### config.mk
export PLATFORM = sky130hd
export DESIGN_NAME = lzwsd_chain_walk
export DESIGN_NICKNAME = d
export VERILOG_FILES = /design/src/rtl/lzwsd_pkg.sv /design/src/rtl/lzwsd_chain_walk.sv
export SDC_FILE = /design/constraint.sdc
export NUM_CORES = 1
export LEC_CHECK = 0
export ABC_AREA = 1
export BUFFER_PORTS_ARGS = -buffer_cell sky130_fd_sc_hd__buf_2
export CAP_MARGIN = 20
export CORE_ASPECT_RATIO = 0.8
export CORE_UTILIZATION = 56
export DETAILED_ROUTE_END_ITERATION = 16
export GPL_TIMING_DRIVEN = 0
export PLACE_DENSITY_LB_ADDON = 0.15
export SLEW_MARGIN = 15
export SYNTH_ARGS = -nofsm -noshare
export SYNTH_HDL_FRONTEND = slang
export SYNTH_SLANG_ARGS = --single-unit
### constraint.sdc
create_clock -name aclk -period 3.9 [get_ports aclk]
set_input_delay 0.39 -clock aclk [delete_from_list [all_inputs] [get_ports aclk]]
set_output_delay 0.39 -clock aclk [all_outputs]
set_load 0.01 [all_outputs]
### src/rtl/lzwsd_pkg.sv
// Shared constants and types for the LZW stream decoder.
// No dependencies; imported by the core and the chain walker.
`timescale 1ns / 1ps

package lzwsd_pkg;

    localparam int LZWSD_MAX_WIDTH_BITS = 12;
    localparam int LITERAL_CODES        = 256;
    localparam int MIN_CODE_WIDTH       = 9;

    // operation codes (s_tuser)
    localparam logic [1:0] OP_PUSH = 2'd0;
    localparam logic [1:0] OP_PULL = 2'd1;
    localparam logic [1:0] OP_END  = 2'd2;
    localparam logic [1:0] OP_NOP  = 2'd3;

    // decoder modes
    localparam logic [2:0] MODE_COLLECT = 3'd0;
    localparam logic [2:0] MODE_DRAIN   = 3'd1;
    localparam logic [2:0] MODE_AWAIT   = 3'd2;
    localparam logic [2:0] MODE_ENDED   = 3'd3;
    localparam logic [2:0] MODE_ERROR   = 3'd4;

    // error kinds
    localparam logic [1:0] ERR_NONE      = 2'd0;
    localparam logic [1:0] ERR_MALFORMED = 2'd1;
    localparam logic [1:0] ERR_LIMIT     = 2'd2;
    localparam logic [1:0] ERR_CHAIN     = 2'd3;

    // status codes
    localparam logic [1:0] ST_PROGRESS   = 2'd0;
    localparam logic [1:0] ST_NEED_INPUT = 2'd1;
    localparam logic [1:0] ST_END        = 2'd2;
    localparam logic [1:0] ST_ERROR      = 2'd3;

    // configuration register indexes
    localparam logic [1:0] CFG_MAX_WIDTH  = 2'd0;
    localparam logic [1:0] CFG_FRAME_SIZE = 2'd1;
    localparam logic [1:0] CFG_IN_LIMIT   = 2'd2;

    typedef struct packed {
        logic       done;
        logic       ok;
        logic [7:0] val;
    } walk_res_t;

endpackage

### src/rtl/lzwsd_chain_walk.sv
// Prefix chain walker: finds byte 'off' of the phrase for a code, one
// dictionary read and one compare step per link. Uses lzwsd_pkg.
`timescale 1ns / 1ps

module lzwsd_chain_walk #(
    parameter int CW = 12,
    parameter int LW = 13
) (
    input  logic                    aclk,
    input  logic                    aresetn,
    input  logic                    start,
    input  logic [CW-1:0]           start_code,
    input  logic [LW-1:0]           start_off,
    input  logic [CW:0]             next_free,
    output logic                    rd_en,
    output logic [CW-1:0]           rd_addr,
    input  logic [CW+LW+15:0]       rd_data,
    output lzwsd_pkg::walk_res_t    res
);
    import lzwsd_pkg::*;

    localparam logic [1:0] W_IDLE  = 2'd0;
    localparam logic [1:0] W_CHECK = 2'd1;
    localparam logic [1:0] W_EVAL  = 2'd2;

    logic [1:0]    state_reg, state_next;
    logic [CW-1:0] code_reg, code_next;
    logic [LW-1:0] off_reg, off_next;
    walk_res_t     res_reg, res_next;

    logic [LW-1:0] e_len;
    logic [7:0]    e_trail;
    logic [CW-1:0] e_prefix;

    assign e_len    = rd_data[LW-1:0];
    assign e_trail  = rd_data[LW+15:LW+8];
    assign e_prefix = rd_data[CW+LW+15:LW+16];
    assign rd_addr  = code_reg - CW'(LITERAL_CODES);
    assign res      = res_reg;

    always_comb begin
        state_next = state_reg;
        code_next  = code_reg;
        off_next   = off_reg;
        res_next   = '0;
        rd_en      = 1'b0;
        case (state_reg)
            W_IDLE: begin
                if (start) begin
                    code_next  = start_code;
                    off_next   = start_off;
                    state_next = W_CHECK;
                end
            end
            W_CHECK: begin
                if (code_reg[CW-1:8] == '0) begin
                    // literal ends the chain
                    res_next.done = 1'b1;
                    res_next.ok   = (off_reg == '0);
                    res_next.val  = code_reg[7:0];
                    state_next    = W_IDLE;
                end else if ({1'b0, code_reg} >= next_free) begin
                    res_next.done = 1'b1;
                    state_next    = W_IDLE;
                end else begin
                    rd_en      = 1'b1;
                    state_next = W_EVAL;
                end
            end
            W_EVAL: begin
                if (e_len != '0 && (e_len - LW'(1)) == off_reg) begin
                    res_next.done = 1'b1;
                    res_next.ok   = 1'b1;
                    res_next.val  = e_trail;
                    state_next    = W_IDLE;
                end else if (e_len <= off_reg || e_prefix >= code_reg) begin
                    res_next.done = 1'b1;
                    state_next    = W_IDLE;
                end else begin
                    code_next  = e_prefix;
                    state_next = W_CHECK;
                end
            end
            default: state_next = W_IDLE;
        endcase
    end

    always_ff @(posedge aclk) begin
        if (!aresetn) begin
            state_reg <= W_IDLE;
            res_reg   <= '0;
            code_reg  <= '0;
            off_reg   <= '0;
        end else begin
            state_reg <= state_next;
            res_reg   <= res_next;
            code_reg  <= code_next;
            off_reg   <= off_next;
        end
    end

endmodule

Word-level counts from Yosys, hierarchy flattened --
Index checks and enable logic that the tools add are counted.
Storage, ports and cells: input bits 82, output and inout port bits 23, register bits 37
Operators by class: equality and inequality tests 6, reduce and logical (&&, ||, !) cells 9, mux-type cells 20, magnitude comparators 3, add/subtract/negate cells 2
Operators by type and width (number):
- $mux 12 | 3
- $pmux 12 s2 | 1
- $pmux 10 s2 | 1
- $mux 9 | 2
- $eq 13x13->1 | 1
- $ge 12x13->1 | 1
- $le 13x13->1 | 1
- $logic_not 13->1 | 1
- $reduce_bool 13->1 | 1
- $sub 13x1->13 const B | 1
- $ge 12x12->1 | 1
- $sub 12x9->12 const B | 1
- $mux 1 | 9
- $mux 2 | 3
- $ne 2x2->1 const B | 3
- $pmux 2 s3 | 1
- $logic_not 4->1 | 1
- $reduce_and 4->1 | 1
- $eq 2x1->1 const B | 1
- $eq 2x2->1 const B | 1
- $logic_not 2->1 | 1
- $reduce_and 2->1 | 1
- $reduce_bool 2->1 | 1
- $logic_and 1x1->1 | 1
- $logic_or 1x1->1 | 1

Longest topological paths before layout --
word-level depth 5, gate-level depth with buffers 15

Least setup slack after synthesis --
No wires, ideal clock.
kind reg2reg, start register off_reg[8], end register code_reg[10], buffers on the path 1, library setup time 114 ps, required time 3786 ps, path slack 1942 ps, arrival 1844 ps, clock period less this slack 1958 ps, cell stages (with the launch flop) 15, path through dfxtp_1 inv_1 ha_1 nand2_1 inv_1 o21ai_0 a21oi_1 nor2_1 nand2_1 nand2_1 o21ai_0 nand3_4 buf_12 nor2_1 nor2_2
On the way: word-level cells in the longest chain between the ends 4, elaborated cells between the ends (all ways) 7, classes of those cells 1 x order compare; 3 x eq/ne; 3 x reduce/logical
RTL lines:
- start: declaration | line lzwsd_chain_walk.sv:28 | logic [LW-1:0] off_reg, off_next;
- start signal: assignment | line lzwsd_chain_walk.sv:98 | off_reg <= off_next;
- $le 13x13->1 or $eq 13x13->1 (tied branches) | line lzwsd_chain_walk.sv:76, lzwsd_chain_walk.sv:71
- $logic_or 1x1->1 or $logic_and 1x1->1 (tied branches) | line lzwsd_chain_walk.sv:76, lzwsd_chain_walk.sv:71
- $ne 2x2->1 (no source line)
- $reduce_and 4->1 (no source line) *
- end signal: assignment | line lzwsd_chain_walk.sv:97 | code_reg <= code_next;
- end: declaration | line lzwsd_chain_walk.sv:27 | logic [CW-1:0] code_reg, code_next;
Every way passes the cells marked *; elsewhere a longest branch is shown, timed or not. A chain may end at the register's enable or synchronous reset.

Worst setup path in the final report --
start register code_reg[10], end output port rd_en
On the way: word-level cells in the longest chain between the ends 4, elaborated cells between the ends (all ways) 5, classes of those cells 1 x order compare; 3 x mux; 1 x reduce/logical
RTL lines:
- $ge 12x13->1 | line lzwsd_chain_walk.sv:62 | end else if ({1'b0, code_reg} >= next_free) begin
- $mux 1 | line lzwsd_chain_walk.sv:62
- $mux 1 * | line lzwsd_chain_walk.sv:56 | if (code_reg[CW-1:8] == '0) begin
- $mux 1 * | line lzwsd_chain_walk.sv:47 | case (state_reg)
- end: declaration | line lzwsd_chain_walk.sv:15 | output logic rd_en,
Marks and branches as above.

==> metrics.md <==
| Metric | Value |
|---|---|
| Post-route antenna net violation count | 0 |
| # clock sinks | 37 |
| Full die area | 0.00641 mm² |
| Leakage | 2.17 nW |
| Layout Utilization | 0.698 |
| Most used cell, CP | nand4_1 |
| Register area share after synthesis | 0.217 |
| Most area-consuming cells after synthesis | dfxtp_1, ha_1, nand2_1 |
| Post-Syn Nets | 647 |
| Dpl cells | 696 |
| Cell Count, Final, Fillers Out | 704 |
| Syn-to-layout area delta | 20.3% |
| Post-DP Area | 0.00399 mm² |
| CTS tree | yes |
| Violation count after the first detailed-routing iteration | 264 |
| CTS Buf Count | 5 |
| Hold Path Origin | rd_data[22] |
| Count leader, synth | nand2_1 |
| Top-area cell type share of the netlist area | 0.217 |
| Hold path cells | 3 |
| Final setup violation count | 0 |
| Worst R2R Path Depth | 11 |
| TritonRoute pass-1 iters | 5 |
| Die width | 89.3 µm |
| CP max FO | 3 |
| Number of global-route vias before repair | 3030 |
| Critical path's slowest cell | nor4b_1 |
| Synth cell count leaders | nand2_1, inv_1, nor2_1 |
| Antenna violations before repair | 0 |
| Max Clk Rate | 416 MHz |
| CTS H-Tree Depth | 2 |
| Worst hold-check path type | in -> reg |
| Min Clock Period, post-route | 2410 ps |
| Post-route worst setup slack | 1490 ps |
| Status | finished, final reports clean |
| Cell variety after synth | 34 |
| Main flop type after synthesis | dfxtp_1 |
| Final GP Congestion | 0.960 |
| First-pass GRT wire length | 14.3 mm |
| WP buf/inv | 1 |
| Worst flop-to-flop path startpoint | code_reg[5] |
| Pre-CTS setup slack | 1490 ps |
| Std-Cell Rows | 25 |
| Worst EP required | 3510 ps |
| Wirelength per Cell | 12.9 µm |
| Flops & latches, synth | 37 |
| Ant diodes | 0 |
| Async set-or-reset flop fraction in the synthesized netlist | 0 |
| Hpwl dp | 7.53 mm |
| Fillers | 567 |
| Pin count of the biggest net entering global routing | 14 |
| Routed WL | 9.11 mm |
| WS Path Type | reg -> out |
| Stages on the worst setup path | 7 |
| Worst setup startpoint | code_reg[10] |
| Vias/cell | 5.13 |
| Post-CTS Resized | 0 |
| Clk_skew | 10.3 ps |
| Total number of yosys warnings | 0 |
| Rel. slew slack | 0.591 |
| Period utilisation layout | 0.617 |
| Number of synthesized flops with an enable pin | 0 |
| IO Port Bufs | 95 |
| Total power draw | 2.23 mW |
| Clk_lat worst skew | 300 ps |
| DR vias | 3611 |
| Core area | 0.00588 mm² |
| Postcts setup bufs | 0 |
| Global-route usage over all layers | 0.291 |
| Ports | 105 |
| Yosys top cell by area | dfxtp_1 |
| Netlist area before placement | 0.00341 mm² |
| Final Hold Fails | 0 |
| Hold-fix buffers, CTS | 0 |
| Cells after Synth | 520 |
| Maximum clock path buffer count | 2 |
| Setup crit start kind | register |
| Worst-margin pin slew | 614 ps |
| Worst hold margin | 328 ps |
| Initial core utilization | 0.580 |
| Die Ht | 71.8 µm |
| Avg Inst Size Synth | 6.56 µm² |
| DRC | 0 |
| Unrepaired setup endpoints after global routing | no |
| Max FFs per register | 13 |
| Largest stage delay, worst path | 400 ps |
| Crit path max-delay family | simple AND/OR/NAND/NOR gates |
| Layout cells sized above 1 | 0.254 |
| Crit path arrival time | 2020 ps |
| Crit path capture type | primary output |
| Nets | 749 |
| Post-Route Setup TNS | 0 ps |
| Crit-path cells | ha_1 > nand2_1 > nor4b_1 > nand4_1 > nand4_1 > nor2_1 > buf_2 |
| Clk slew on worst S/H paths | 90 ps |
| Clock root buffer master | clkbuf_8 |
| Grt total ovfl | 0 |
| Max_cap viols | 0 |
| Fin area | 0.00410 mm² |
| Slew Limit Fails | 0 |
| Max IR drop VDD | 0.000473 V |
| P per Cell Area | 543 mW/mm² |
worst min-delay path, stage by stage:
cell and delay [ps]:
buf_2 90, nand2_1 50, a21oi_1 50
cell type report:
type	instances	area (µm²)	share of cell area
well taps	81	101	0.0247
clock buffers	5	68.8	0.0168
repair buffers	95	475	0.116
plain buffers	18	140	0.0342
multi-input cells	394	2260	0.552
flip-flops and latches	37	741	0.181
clock inverters	3	46.3	0.0113
inverters	71	267	0.0650
metal layers:
metal,share of wire,GRT usage,vias to the layer above,wire [µm]
li1,-,-,1862,-
met1,0.50,0.453,1606,4580
met2,0.42,0.428,137,3800
met3,0.075,0.0472,6,680
met4,0.0054,0.0388,0,49
met5,0,0,-,0
cells by family (layout without fill, tap and decap cells):
logic type,after synthesis,count (layout),synth area share
DFF,37,37,0.217
and+or+nand+nor,267,267,0.363
buffers and inverters,89,192,0.119
xor gates and xnor gates,11,11,0.0282
adders and majority gates,45,45,0.165
AOI/OAI and AO/OA,71,71,0.107
power breakdown:
group	internal [mW]	switching, mW
Combinational	0.520	0.784
Clock	0.192	0.159
Sequential	0.476	0.0974
Total	1.19	1.04
final timing paths:
kind / endpoint / slack [ps]
max reg2reg: code_reg[11] / 1670
min reg2reg: off_reg[11] / 520
max: rd_en / 1490
min: res[1] / 330
cell usage in the layout, fill, tap and decap left out, types with 2 or more instances in the layout:
| master | Yosys | final |
|---|---|---|
| nand2_1 | 140 | 140 |
| nand3b_1 | 2 | 2 |
| clkbuf_8 | 1 | 6 |
| nand3_2 | 4 | 4 |
| nor2_2 | 16 | 16 |
| clkbuf_1 | 4 | 4 |
| inv_2 | 2 | 2 |
| xnor2_1 | 4 | 4 |
| dfxtp_1 | 37 | 37 |
| and2_1 | 2 | 2 |
| nor3_1 | 6 | 6 |
| nand4_1 | 11 | 11 |
| nand2_2 | 13 | 13 |
| xor2_1 | 7 | 7 |
| nor2_4 | 4 | 4 |
| o21ai_1 | 2 | 2 |
| ha_1 | 45 | 45 |
| o21ai_0 | 24 | 24 |
| buf_2 | 1 | 96 |
| nand3_1 | 18 | 18 |
| nor2_1 | 47 | 47 |
| inv_1 | 69 | 69 |
| a21oi_1 | 42 | 42 |
| buf_4 | 9 | 9 |
No activity file was read; power rests on OpenSTA's default activity.
